`src/design/imucf_pkg.sv`:
```
// ----------------------------------------------------------------------------
// imucf_pkg: shared definitions for the IMU complementary attitude filter
// Register indexes and widths, default parameter values, reset values of the
// configuration registers and the sequencer state type.
// ----------------------------------------------------------------------------
package imucf_pkg;

	// Default values of the top level parameters.
	localparam int FRAC_BITS_DEF      = 4;
	localparam int GAIN_FRAC_BITS_DEF = 16;
	localparam int SAMPLE_WIDTH_DEF   = 16;

	// Fixed widths of the state and the configuration registers.
	localparam int ACC_W       = 32;
	localparam int GAIN_W      = 16;
	localparam int ADIV_W      = 16;
	localparam int BDIV_W      = 24;
	localparam int CFG_DATA_W  = 24;
	localparam int CFG_INDEX_W = 2;

	// Configuration register indexes.
	localparam logic [CFG_INDEX_W-1:0] REG_RATE_GAIN     = 2'd0;
	localparam logic [CFG_INDEX_W-1:0] REG_ANGLE_DIVISOR = 2'd1;
	localparam logic [CFG_INDEX_W-1:0] REG_BIAS_DIVISOR  = 2'd2;

	// Reset values of the configuration registers.
	localparam logic [GAIN_W-1:0] RATE_GAIN_RST     = 16'd1507;
	localparam logic [ADIV_W-1:0] ANGLE_DIVISOR_RST = 16'd128;
	localparam logic [BDIV_W-1:0] BIAS_DIVISOR_RST  = 24'd1000000;

	// Sequencer states.
	typedef enum logic [3:0] {
		ST_IDLE,
		ST_CORR,
		ST_MUL,
		ST_ANG,
		ST_ERR,
		ST_LOAD,
		ST_DIV,
		ST_UPD,
		ST_CONV,
		ST_DONE
	} state_t;

endpackage

```
`src/design/imu_complementary_attitude_filter_unit.sv`:
```
// ----------------------------------------------------------------------------
// imu_complementary_attitude_filter_unit: roll and pitch complementary filter
// Tracks angle and gyro bias per axis in fixed point and corrects both from the
// accelerometer angle through a shared bit-serial divider.
// ----------------------------------------------------------------------------
// The input stalls from accept until the result is loaded into the output
// register, so no new item is taken before the current one is through.
// The divider retires one quotient bit per cycle, once per axis, on an error
// of max(32, SAMPLE_WIDTH+FRAC_BITS)+1 bits.
// Reset clears the angle and bias estimates, loads the register defaults and
// leaves the block idle and ready; no output item is pending after reset.
module imu_complementary_attitude_filter_unit #(
	parameter int FRAC_BITS      = imucf_pkg::FRAC_BITS_DEF,
	parameter int GAIN_FRAC_BITS = imucf_pkg::GAIN_FRAC_BITS_DEF,
	parameter int SAMPLE_WIDTH   = imucf_pkg::SAMPLE_WIDTH_DEF
) (
	input  logic                                   clk,
	input  logic                                   arst_n,
	// Configuration write port.
	input  logic                                   cfg_we,
	input  logic [imucf_pkg::CFG_INDEX_W-1:0]      cfg_index,
	input  logic [imucf_pkg::CFG_DATA_W-1:0]       cfg_data,
	// Input channel.
	input  logic                                   in_valid,
	output logic                                   in_stall,
	input  logic signed [SAMPLE_WIDTH-1:0]         roll_rate_raw,
	input  logic signed [SAMPLE_WIDTH-1:0]         roll_angle_meas,
	input  logic signed [SAMPLE_WIDTH-1:0]         pitch_rate_raw,
	input  logic signed [SAMPLE_WIDTH-1:0]         pitch_angle_meas,
	// Output channel.
	output logic                                   out_valid,
	input  logic                                   out_stall,
	output logic signed [SAMPLE_WIDTH-1:0]         roll_angle_est,
	output logic signed [SAMPLE_WIDTH-1:0]         roll_rate_est,
	output logic signed [SAMPLE_WIDTH-1:0]         pitch_angle_est,
	output logic signed [SAMPLE_WIDTH-1:0]         pitch_rate_est
);

	// The corrected rate and the angle error both need one bit more than the
	// wider of the 32-bit state and the scaled sample. The product with the
	// unsigned gain grows by the gain width plus a sign bit.
	localparam int ACC_W  = imucf_pkg::ACC_W;
	localparam int ADIV_W = imucf_pkg::ADIV_W;
	localparam int BDIV_W = imucf_pkg::BDIV_W;
	localparam int GAIN_W = imucf_pkg::GAIN_W;
	localparam int FX_W   = SAMPLE_WIDTH + FRAC_BITS;
	localparam int WIDE_W = ((FX_W > ACC_W) ? FX_W : ACC_W) + 1;
	localparam int PROD_W = WIDE_W + GAIN_W + 1;
	localparam int CNT_W  = $clog2(WIDE_W);
	localparam int HALF   = (FRAC_BITS > 0) ? (1 << (FRAC_BITS - 1)) : 0;
	localparam logic [CNT_W-1:0] CNT_LAST = CNT_W'(WIDE_W - 1);
	localparam logic [WIDE_W:0] OUT_HI  = (WIDE_W + 1)'((1 << (SAMPLE_WIDTH - 1)) - 1);
	localparam logic [WIDE_W:0] OUT_NEG = (WIDE_W + 1)'(1 << (SAMPLE_WIDTH - 1));

	// Configuration registers.
	logic [GAIN_W-1:0] rate_gain_q;
	logic [ADIV_W-1:0] angle_div_q;
	logic [BDIV_W-1:0] bias_div_q;

	// Filter state, one entry per axis: index 0 is roll, index 1 is pitch.
	logic signed [ACC_W-1:0] angle_acc_q [2];
	logic signed [ACC_W-1:0] bias_acc_q  [2];

	// Captured input item.
	logic signed [SAMPLE_WIDTH-1:0] rate_q [2];
	logic signed [SAMPLE_WIDTH-1:0] meas_q [2];

	// Sequencer.
	imucf_pkg::state_t state_q, state_d;
	logic              axis_q;
	logic [CNT_W-1:0]  cnt_q;

	// Working registers of the current axis.
	logic signed [WIDE_W-1:0] corr_q;
	logic signed [PROD_W-1:0] prod_q;
	logic signed [ACC_W-1:0]  ang_tmp_q;
	logic signed [WIDE_W-1:0] err_q;
	logic                     neg_q;

	// Shared divider: one dividend shifted out a bit per cycle, two remainders
	// and quotients, one for the angle divisor and one for the bias divisor.
	logic [WIDE_W-1:0] dvd_q;
	logic [ADIV_W-1:0] ra_q;
	logic [BDIV_W-1:0] rb_q;
	logic [WIDE_W-1:0] qa_q;
	logic [WIDE_W-1:0] qb_q;

	// Per-axis results waiting for the output register.
	logic signed [SAMPLE_WIDTH-1:0] res_angle_q [2];
	logic signed [SAMPLE_WIDTH-1:0] res_rate_q  [2];

	// Output register.
	logic                           out_valid_q;
	logic signed [SAMPLE_WIDTH-1:0] out_roll_angle_q;
	logic signed [SAMPLE_WIDTH-1:0] out_roll_rate_q;
	logic signed [SAMPLE_WIDTH-1:0] out_pitch_angle_q;
	logic signed [SAMPLE_WIDTH-1:0] out_pitch_rate_q;

	// Decoded controls.
	logic in_accept_c;
	logic out_load_c;

	// Datapath signals.
	logic [ADIV_W-1:0]        adiv_eff;
	logic [BDIV_W-1:0]        bdiv_eff;
	logic signed [WIDE_W-1:0] rate_fx;
	logic signed [WIDE_W-1:0] meas_fx;
	logic signed [WIDE_W-1:0] bias_wide;
	logic signed [PROD_W-1:0] prod_shr;
	logic signed [GAIN_W:0]   gain_s;
	logic [ADIV_W:0]          ra_sh;
	logic [BDIV_W:0]          rb_sh;
	logic                     ra_ge;
	logic                     rb_ge;
	logic [ADIV_W:0]          ra_diff;
	logic [BDIV_W:0]          rb_diff;
	logic [ACC_W-1:0]         qa_s;
	logic [ACC_W-1:0]         qb_s;

	// Rounds a fixed-point value half away from zero to an integer and
	// saturates it to the signed sample range.
	function automatic logic signed [SAMPLE_WIDTH-1:0] rnd_sat(
		input logic signed [WIDE_W-1:0] v
	);
		logic             neg;
		logic [WIDE_W:0]  mag;
		logic [WIDE_W:0]  rnd;
		logic [SAMPLE_WIDTH-1:0] res;
		neg = v[WIDE_W-1];
		mag = neg ? ((WIDE_W + 1)'(0) - {v[WIDE_W-1], v}) : {1'b0, v};
		rnd = (mag + (WIDE_W + 1)'(HALF)) >> FRAC_BITS;
		if (!neg && (rnd > OUT_HI)) begin
			res = OUT_HI[SAMPLE_WIDTH-1:0];
		end else if (neg && (rnd > OUT_NEG)) begin
			res = OUT_NEG[SAMPLE_WIDTH-1:0];
		end else if (neg) begin
			res = SAMPLE_WIDTH'(0) - rnd[SAMPLE_WIDTH-1:0];
		end else begin
			res = rnd[SAMPLE_WIDTH-1:0];
		end
		return signed'(res);
	endfunction

	// A divisor register that holds zero divides by one.
	assign adiv_eff = (angle_div_q == '0) ? ADIV_W'(1) : angle_div_q;
	assign bdiv_eff = (bias_div_q == '0) ? BDIV_W'(1) : bias_div_q;

	// Fixed-point views of the current axis.
	assign rate_fx   = WIDE_W'(rate_q[axis_q]) <<< FRAC_BITS;
	assign meas_fx   = WIDE_W'(meas_q[axis_q]) <<< FRAC_BITS;
	assign bias_wide = WIDE_W'(bias_acc_q[axis_q]);
	assign gain_s    = signed'({1'b0, rate_gain_q});

	// The arithmetic shift floors the product; the state keeps its low word.
	assign prod_shr = prod_q >>> GAIN_FRAC_BITS;

	// One restoring step for each divisor on the shared dividend bit.
	assign ra_sh   = {ra_q, dvd_q[WIDE_W-1]};
	assign rb_sh   = {rb_q, dvd_q[WIDE_W-1]};
	assign ra_diff = ra_sh - {1'b0, adiv_eff};
	assign rb_diff = rb_sh - {1'b0, bdiv_eff};
	assign ra_ge   = (ra_sh >= {1'b0, adiv_eff});
	assign rb_ge   = (rb_sh >= {1'b0, bdiv_eff});

	// Quotients carry the sign of the error; truncation toward zero follows
	// from dividing the magnitude.
	assign qa_s = neg_q ? (ACC_W'(0) - qa_q[ACC_W-1:0]) : qa_q[ACC_W-1:0];
	assign qb_s = neg_q ? (ACC_W'(0) - qb_q[ACC_W-1:0]) : qb_q[ACC_W-1:0];

	// Configuration writes; an index beyond the list is ignored.
	always_ff @(posedge clk or negedge arst_n) begin
		if (!arst_n) begin
			rate_gain_q <= imucf_pkg::RATE_GAIN_RST;
			angle_div_q <= imucf_pkg::ANGLE_DIVISOR_RST;
			bias_div_q  <= imucf_pkg::BIAS_DIVISOR_RST;
		end else if (cfg_we) begin
			unique case (cfg_index)
				imucf_pkg::REG_RATE_GAIN:     rate_gain_q <= cfg_data[GAIN_W-1:0];
				imucf_pkg::REG_ANGLE_DIVISOR: angle_div_q <= cfg_data[ADIV_W-1:0];
				imucf_pkg::REG_BIAS_DIVISOR:  bias_div_q  <= cfg_data[BDIV_W-1:0];
				default: ;
			endcase
		end
	end

	// Next state. Each axis runs the corrected rate, the gain product, the
	// angle prediction, the error, the divider load, one divider step per
	// quotient bit, the state update and the output rounding.
	always_comb begin
		state_d = state_q;
		unique case (state_q)
			imucf_pkg::ST_IDLE: begin
				if (in_valid) state_d = imucf_pkg::ST_CORR;
			end
			imucf_pkg::ST_CORR: state_d = imucf_pkg::ST_MUL;
			imucf_pkg::ST_MUL:  state_d = imucf_pkg::ST_ANG;
			imucf_pkg::ST_ANG:  state_d = imucf_pkg::ST_ERR;
			imucf_pkg::ST_ERR:  state_d = imucf_pkg::ST_LOAD;
			imucf_pkg::ST_LOAD: state_d = imucf_pkg::ST_DIV;
			imucf_pkg::ST_DIV: begin
				if (cnt_q == '0) state_d = imucf_pkg::ST_UPD;
			end
			imucf_pkg::ST_UPD:  state_d = imucf_pkg::ST_CONV;
			imucf_pkg::ST_CONV: begin
				state_d = axis_q ? imucf_pkg::ST_DONE : imucf_pkg::ST_CORR;
			end
			imucf_pkg::ST_DONE: begin
				if (out_load_c) state_d = imucf_pkg::ST_IDLE;
			end
			default: state_d = imucf_pkg::ST_IDLE;
		endcase
	end

	// Sequencer outputs. The block takes a new item while an earlier result
	// still waits in the output register; it only holds the last result of
	// the new item until that register is free.
	always_comb begin
		in_stall    = (state_q != imucf_pkg::ST_IDLE);
		in_accept_c = (state_q == imucf_pkg::ST_IDLE) && in_valid;
		out_load_c  = (state_q == imucf_pkg::ST_DONE) && (!out_valid_q || !out_stall);
	end

	// Control registers.
	always_ff @(posedge clk or negedge arst_n) begin
		if (!arst_n) begin
			state_q     <= imucf_pkg::ST_IDLE;
			axis_q      <= 1'b0;
			cnt_q       <= '0;
			out_valid_q <= 1'b0;
		end else begin
			state_q <= state_d;
			if (in_accept_c) begin
				axis_q <= 1'b0;
			end else if ((state_q == imucf_pkg::ST_CONV) && !axis_q) begin
				axis_q <= 1'b1;
			end
			if (state_q == imucf_pkg::ST_LOAD) begin
				cnt_q <= CNT_LAST;
			end else if (state_q == imucf_pkg::ST_DIV) begin
				cnt_q <= cnt_q - CNT_W'(1);
			end
			if (out_load_c) begin
				out_valid_q <= 1'b1;
			end else if (!out_stall) begin
				out_valid_q <= 1'b0;
			end
		end
	end

	// Filter state: cleared by reset, written once per axis and item.
	always_ff @(posedge clk or negedge arst_n) begin
		if (!arst_n) begin
			angle_acc_q[0] <= '0;
			angle_acc_q[1] <= '0;
			bias_acc_q[0]  <= '0;
			bias_acc_q[1]  <= '0;
		end else if (state_q == imucf_pkg::ST_UPD) begin
			angle_acc_q[axis_q] <= ang_tmp_q - signed'(qa_s);
			bias_acc_q[axis_q]  <= bias_acc_q[axis_q] + signed'(qb_s);
		end
	end

	// Datapath registers.
	always_ff @(posedge clk) begin
		if (in_accept_c) begin
			rate_q[0] <= roll_rate_raw;
			meas_q[0] <= roll_angle_meas;
			rate_q[1] <= pitch_rate_raw;
			meas_q[1] <= pitch_angle_meas;
		end
		unique case (state_q)
			imucf_pkg::ST_CORR: corr_q <= rate_fx - bias_wide;
			imucf_pkg::ST_MUL:  prod_q <= PROD_W'(corr_q) * PROD_W'(gain_s);
			imucf_pkg::ST_ANG:  ang_tmp_q <= angle_acc_q[axis_q] + prod_shr[ACC_W-1:0];
			imucf_pkg::ST_ERR:  err_q <= WIDE_W'(ang_tmp_q) - meas_fx;
			imucf_pkg::ST_LOAD: begin
				neg_q <= err_q[WIDE_W-1];
				dvd_q <= err_q[WIDE_W-1] ? (WIDE_W'(0) - err_q) : err_q;
				ra_q  <= '0;
				rb_q  <= '0;
				qa_q  <= '0;
				qb_q  <= '0;
			end
			imucf_pkg::ST_DIV: begin
				dvd_q <= dvd_q << 1;
				ra_q  <= ra_ge ? ra_diff[ADIV_W-1:0] : ra_sh[ADIV_W-1:0];
				rb_q  <= rb_ge ? rb_diff[BDIV_W-1:0] : rb_sh[BDIV_W-1:0];
				qa_q  <= {qa_q[WIDE_W-2:0], ra_ge};
				qb_q  <= {qb_q[WIDE_W-2:0], rb_ge};
			end
			imucf_pkg::ST_CONV: begin
				res_angle_q[axis_q] <= rnd_sat(WIDE_W'(angle_acc_q[axis_q]));
				res_rate_q[axis_q]  <= rnd_sat(corr_q);
			end
			default: ;
		endcase
		if (out_load_c) begin
			out_roll_angle_q  <= res_angle_q[0];
			out_roll_rate_q   <= res_rate_q[0];
			out_pitch_angle_q <= res_angle_q[1];
			out_pitch_rate_q  <= res_rate_q[1];
		end
	end

	assign out_valid       = out_valid_q;
	assign roll_angle_est  = out_roll_angle_q;
	assign roll_rate_est   = out_roll_rate_q;
	assign pitch_angle_est = out_pitch_angle_q;
	assign pitch_rate_est  = out_pitch_rate_q;

	// The output register is loaded only when the sequencer finishes an item.
	a_out_from_done: assert property (@(posedge clk) disable iff (!arst_n)
		$rose(out_valid) |-> $past(state_q) == imucf_pkg::ST_DONE)
		else $error("output item appeared outside the final step");

	// The state update follows a complete division.
	a_div_complete: assert property (@(posedge clk) disable iff (!arst_n)
		state_q == imucf_pkg::ST_UPD |->
			($past(state_q) == imucf_pkg::ST_DIV) && ($past(cnt_q) == '0))
		else $error("state updated before the divider finished");

	// Restoring division keeps both partial remainders below their divisors.
	a_rem_bound: assert property (@(posedge clk) disable iff (!arst_n)
		state_q == imucf_pkg::ST_DIV |-> (ra_q < adiv_eff) && (rb_q < bdiv_eff))
		else $error("divider remainder out of range");

	// Both axes are done before an item completes.
	a_both_axes: assert property (@(posedge clk) disable iff (!arst_n)
		state_q == imucf_pkg::ST_DONE |-> axis_q)
		else $error("item finished before the pitch axis");

endmodule
```
`config.mk`:
```
export PLATFORM = sky130hd
export DESIGN_NAME = imu_complementary_attitude_filter_unit
export DESIGN_NICKNAME = d
export VERILOG_FILES = /design/src/design/imucf_pkg.sv /design/src/design/imu_complementary_attitude_filter_unit.sv
export SDC_FILE = /design/constraint.sdc
export NUM_CORES = 2
export LEC_CHECK = 0
export BUFFER_PORTS_ARGS = -buffer_cell sky130_fd_sc_hd__buf_2
export CAP_MARGIN = 15
export CORE_MARGIN = 2
export CORE_UTILIZATION = 34
export DETAILED_ROUTE_END_ITERATION = 8
export GPL_TIMING_DRIVEN = 0
export REMOVE_ABC_BUFFERS = 1
export SLEW_MARGIN = 15
export SYNTH_ARGS = -nofsm -noshare
export SYNTH_HDL_FRONTEND = slang
export SYNTH_SLANG_ARGS = --single-unit
export TNS_END_PERCENT = 20
```
`constraint.sdc`:
```
create_clock -name clk -period 24.3 [get_ports clk]
set_clock_uncertainty 0.15 [all_clocks]
set_input_delay 4.86 -clock clk [delete_from_list [all_inputs] [get_ports clk]]
set_output_delay 4.86 -clock clk [all_outputs]
set_load 0.01 [all_outputs]
```
Yosys cells after proc, flatten, opt, wreduce, memory -nomap -nowiden
Memory sizes are Yosys's and may differ from the RTL's. A register that Yosys moved wholly into a read port is not among the register bits.
Index checks and enable logic that the tools add are counted.
Operators by class
  $lt $le $gt $ge: 8
  $mul: 1
  reduce and logical (&&, ||, !) cells: 26
  muxes and demuxes: 47
  eq/ne operators: 15
  add/subtract/negate cells: 17
  bitwise operators: 1
Operator list (count)
  32-bit two-way mux: 9
  16-bit two-way mux: 10
  64-bit bitwise mux: 2
  32-bit case mux with 2 select lines: 2
  34-bit by 4-bit adder with 34-bit output (second input constant): 2
  34-bit two-way mux: 2
  33-bit case mux with 2 select lines: 1
  32-bit adder: 2
  1-bit by 32-bit subtractor with 32-bit output (first input constant): 2
  30-bit by 15-bit > comparator with 1-bit output (second input constant): 2
  30-bit by 16-bit > comparator with 1-bit output (second input constant): 2
  33-bit by 17-bit multiplier with 48-bit output: 1
  24-bit two-way mux: 2
  24-bit case mux with 2 select lines: 1
  4-bit case mux with 10 select lines: 1
  1-bit by 33-bit subtractor with 34-bit output (first input constant): 1
  33-bit two-way mux: 1
  1-bit by 32-bit subtractor with 33-bit output (first input constant): 1
  1-bit by 33-bit subtractor with 33-bit output (first input constant): 1
  20-bit by 32-bit subtractor with 33-bit output: 1
  32-bit by 20-bit subtractor with 33-bit output: 1
  32-bit demux with 1-bit select: 1
  16-bit case mux with 2 select lines: 1
  1-bit by 16-bit subtractor with 16-bit output (first input constant): 2
  32 further kinds: 64
Storage, ports and cells
  output and inout port bits: 66
  memories kept: 4
  RAM bits: 128
  bits of input ports: 95
  logic and storage cells: 140
  flip-flop bits (word level): 480
Memories
  meas_q: words 2, bits a word 16, read ports 1, clocked after Yosys merged registers in 0, write ports 2, line imu_complementary_attitude_filter_unit.sv:66  | logic signed [SAMPLE_WIDTH-1:0] meas_q [2];
  rate_q: words 2, bits a word 16, read ports 1, clocked after Yosys merged registers in 0, write ports 2, line imu_complementary_attitude_filter_unit.sv:65  | logic signed [SAMPLE_WIDTH-1:0] rate_q [2];
  res_angle_q: words 2, bits a word 16, read ports 2, clocked after Yosys merged registers in 2, write ports 1, line imu_complementary_attitude_filter_unit.sv:89  | logic signed [SAMPLE_WIDTH-1:0] res_angle_q [2];
  res_rate_q: words 2, bits a word 16, read ports 2, clocked after Yosys merged registers in 2, write ports 1, line imu_complementary_attitude_filter_unit.sv:90  | logic signed [SAMPLE_WIDTH-1:0] res_rate_q [2];

Logic depth before layout (Yosys ltp)
  word-level depth: 12
  mapped depth: 30
  depth with buffers taken out: 27

Least setup slack after synthesis
OpenSTA, ideal clock, no wires.
  path type: input port to flip-flop
  start: input port out_stall
  end: register out_pitch_angle_q[0] (netlist: pitch_angle_est[0]), read port of res_angle_q (enable)
  path buffers: 0
  data arrival time: 7.991 ns
  cell stages on the path: 1
  required time: 23.643 ns
  setup slack: 15.652 ns
  setup time: 0.507 ns
  cells stage by stage: a21oi_1
On the way
  word-level cells in the longest chain between the ends: 3
Ends and longest elaborated chain
  start, declared: line imu_complementary_attitude_filter_unit.sv:32  | input logic out_stall,
  1-bit zero test
  1-bit logical OR: line imu_complementary_attitude_filter_unit.sv:220  | out_load_c = (state_q == imucf_pkg::ST_DONE) && (!out_valid_q || !out_stall);
  1-bit logical AND: line imu_complementary_attitude_filter_unit.sv:220
  end, declared: line imu_complementary_attitude_filter_unit.sv:96  | logic signed [SAMPLE_WIDTH-1:0] out_pitch_angle_q;
Every way passes these cells.
A chain may end at the register's enable or synchronous reset.

Final worst setup path
  start: register corr_q[8]
  end: register prod_q[46], data pin
On the way
  word-level cells in the longest chain between the ends: 1
Ends and longest elaborated chain
  start, declared: line imu_complementary_attitude_filter_unit.sv:74  | logic signed [WIDE_W-1:0] corr_q;
  start signal, assigned: line imu_complementary_attitude_filter_unit.sv:272  | imucf_pkg::ST_CORR: corr_q <= rate_fx - bias_wide;
  33-bit by 17-bit multiplier with 48-bit output: line imu_complementary_attitude_filter_unit.sv:273  | imucf_pkg::ST_MUL: prod_q <= PROD_W'(corr_q) * PROD_W'(gain_s);
  end signal, assigned: line imu_complementary_attitude_filter_unit.sv:273
  end, declared: line imu_complementary_attitude_filter_unit.sv:75  | logic signed [PROD_W-1:0] prod_q;
Every way passes these cells.

==> results.sh <==
export IMPL_status="completed"
export IMPL_endpoint_kind="register"
export IMPL_hp_class="reg -> reg"
export IMPL_cp_required_ns=24.56
export IMPL_grt_pass1_wl_um=225300
export IMPL_start_kind="register"
export IMPL_dpl_hpwl_um=104700
export IMPL_crit_end="prod_q[46]"
export IMPL_r2r_worst_path_cells=23
export IMPL_die_w_um=409.8
export IMPL_synth_xor_area_frac=0.05912
export IMPL_yosysWarnings=0
export IMPL_post_route_period_util=0.3596
export IMPL_cp_arrival_ns=9.00
export IMPL_cts_max_level=3
export IMPL_antenna_found_initial=2
export IMPL_final_nets=6544
export IMPL_synth_compound_area_frac=0.09775
export IMPL_vias_per_cell=5.047
export IMPL_holdBufCountCts=0
export IMPL_fmax_mhz=114.4
export IMPL_insertion_delay_ns=0.69
export IMPL_timing_rr_end="prod_q[46]"
export IMPL_synthAdderAreaFrac=0.2470
export IMPL_place_gp_congestion=0.8574
export IMPL_drc_errors=0
export IMPL_synth_edff_count=460
export IMPL_synthFlopType="edfxtp_1"
export IMPL_rrSetupSlack_ns=15.56
export IMPL_layout_area_seq_um2=18750
export IMPL_dieArea_um2=167900
export IMPL_yosys_area_share_simple=0.1486
export IMPL_fin_ws_ns=15.56
export IMPL_wl_um=140100
export IMPL_muxShareOfSynthArea=0.04631
export IMPL_synth_distinct_cells=120
export IMPL_finalHoldViolations=0
export IMPL_drt_first_pass_iters=5
export IMPL_slew_viol_final=0
export IMPL_area_delta_synth_final_pct=11.59
export IMPL_yosysTopAreaCellShare=0.2468
export IMPL_pre_cts_ws_ns=15.51
export IMPL_multi_input_area_um2=33640
export IMPL_coreArea_um2=163100
export IMPL_cts_root_buf="clkbuf_16"
export IMPL_clkTransAtPathRegs_ns=0.06
export IMPL_cts_sinks=656
export IMPL_synth_top_cell_by_area="edfxtp_1"
export IMPL_track_usage=0.1691
export IMPL_synth_top_family_by_area="adder cells"
export IMPL_slew_headroom=0.1579
export IMPL_criticalPathCategory="reg -> reg"
export IMPL_start_util=0.3431
export IMPL_syn_area_per_cell_um2=10.08
export IMPL_tns_ns=0
export IMPL_antenna_cells=0
export IMPL_ant_nets=0
export IMPL_synth_most_common_cell="inv_1"
export IMPL_io_buffers=160
export IMPL_avgRoutedWirePerCell_um=17.79
export IMPL_ys_ff_latch=656
export IMPL_overflow=0
export IMPL_async_flop_share=0.2988
export IMPL_fp_row_count=148
export IMPL_cp_startpoint="corr_q[8]"
export IMPL_postCtsResizedCells=0
export IMPL_tritoncts="done"
export IMPL_path_max_fanout=21
export IMPL_clockBufferDepth=3
export IMPL_vias=39762
export IMPL_grt_setup_unrepaired="no"
export IMPL_io_pins=161
export IMPL_cap_violations=0
export IMPL_reg2reg_from="corr_q[8]"
export IMPL_cts_made_buffers=77
export IMPL_drt_iter0_markers=2530
export IMPL_synth_area_leaders="edfxtp_1, fa_1, dfrtp_1"
export IMPL_ys_seq_area_frac=0.3347
export IMPL_period_needed_ns=8.738
export IMPL_final_layout_size_suffix_gt1_frac=0.1096
export IMPL_synthCells=5555
export IMPL_n_fill_cell=15996
export IMPL_postCtsSetupRepairBufs=0
export IMPL_syn_area_um2=55980
export IMPL_worstMarginPinSlew_ns=1.263
export IMPL_grt_max_degree=98
export IMPL_grt_pass1_vias=40647
export IMPL_finalSetupViolCount=0
export IMPL_synth_common_cells="inv_1, nand2_1, fa_1"
export IMPL_dieHeight_um=409.8
==> worst min path at each step <==
stage          cells after the start          startpoint  slack (ns)            endpoint
5_1_grt                            0   res_angle_q[0][3]        0.26   roll_angle_est[3]
3_3_place_gp                       0   res_rate_q[0][14]        0.25   roll_rate_est[14]
2_1_floorplan                      0   res_angle_q[1][0]        0.25  pitch_angle_est[0]
6_report                           0   res_angle_q[0][3]        0.25   roll_angle_est[3]
4_1_cts                            0   res_angle_q[0][3]        0.25   roll_angle_est[3]
3_5_place_dp                       0  res_angle_q[0][14]        0.25  roll_angle_est[14]
==> logic make-up after synthesis <==
logic type | count (synthesis)
compound gates | 812
fa+ha+maj | 808
flops | 656
buf+inv | 968
simple gates | 1699
mux | 235
xor+xnor | 377
==> cell type report <==
class                      count  area share
sequential                   656      0.3002
multi-input combinational   3931      0.5386
timing repair buffer         237     0.03101
clock inverter                41    0.008453
inverter                     738     0.04435
clock buffer                 100     0.03385
tap                         2175     0.04357
==> cell usage in the layout (no fill, tap or decap), types with 15 or more instances in the layout <==
cell,count
dfstp_2,15
mux2i_1,82
a31oi_1,26
o211ai_1,19
inv_1,735
nor2_1,274
nand2_1,666
buf_2,164
nor2b_1,42
or3_1,34
mux2_2,141
o21bai_1,19
nand2b_1,29
buf_8,16
a211oi_1,17
xor2_1,125
dfrtp_1,171
xnor2_1,251
nand3_1,61
o21ai_0,200
o41ai_1,20
ha_1,313
and3_1,85
clkbuf_16,78
buf_4,24
edfxtp_1,460
and2_1,249
a21boi_0,17
o21a_1,41
nand4_1,34
nor3_1,95
fa_1,495
or4_1,17
a21o_1,76
nor4_1,22
a21oi_1,184
o31ai_1,45
==> routing by layer <==
| metal | track usage | routed length, µm | up-vias |
|---|---|---|---|
| met2 | 0.2702 | 63640 | 1002 |
| met1 | 0.2265 | 63050 | 19802 |
| li1 | - | - | 18769 |
| met4 | 0.05090 | 3853 | 2 |
| met5 | 0.004885 | 115 | - |
| met3 | 0.04001 | 9451 | 187 |
==> stage by stage <==
| stage | cells | instance area (µm²) | utilization | hold WS, ns |
|---|---|---|---|---|
| finish | 7878 | 62460 | 0.3829 | 0.2508 |
| detailed placement | 7727 | 59620 | 0.3654 | 0.2545 |
| global placement | 7660 | 58540 | 0.3589 | 0.2529 |
| CTS | 7868 | 62260 | 0.3816 | 0.2484 |
| global route | 7878 | 62460 | 0.3829 | 0.2642 |
| floorplan | 5325 | 55020 | - | 0.2503 |
==> registers in the layout, summed over array words and instances, names as in the netlist, 33 cells and up <==
register,flops
corr_q,33
bias_acc_q,64
angle_acc_q,64
err_q,33
dvd_q,33
==> worst max-delay path, cell delays in order (launching register included) <==
cell,delay (ns)
edfxtp_1,1.14
and2_1,0.26
fa_1,0.42
inv_1,0.09
fa_1,0.41
fa_1,0.51
inv_1,0.05
fa_1,0.47
fa_1,0.55
fa_1,0.52
ha_1,0.32
o21ai_0,0.22
nor4b_1,0.09
a221o_1,0.46
o21ai_0,0.29
a21oi_1,0.16
nor2_1,0.26
a31oi_1,0.17
nor2_1,0.20
o211ai_1,0.22
a311oi_1,0.48
nor2_1,0.15
or3_1,0.41
a32oi_1,0.45
Power is not shown: default switching activity piles up to over one toggle a cycle in this logic, so the estimate is an artifact.
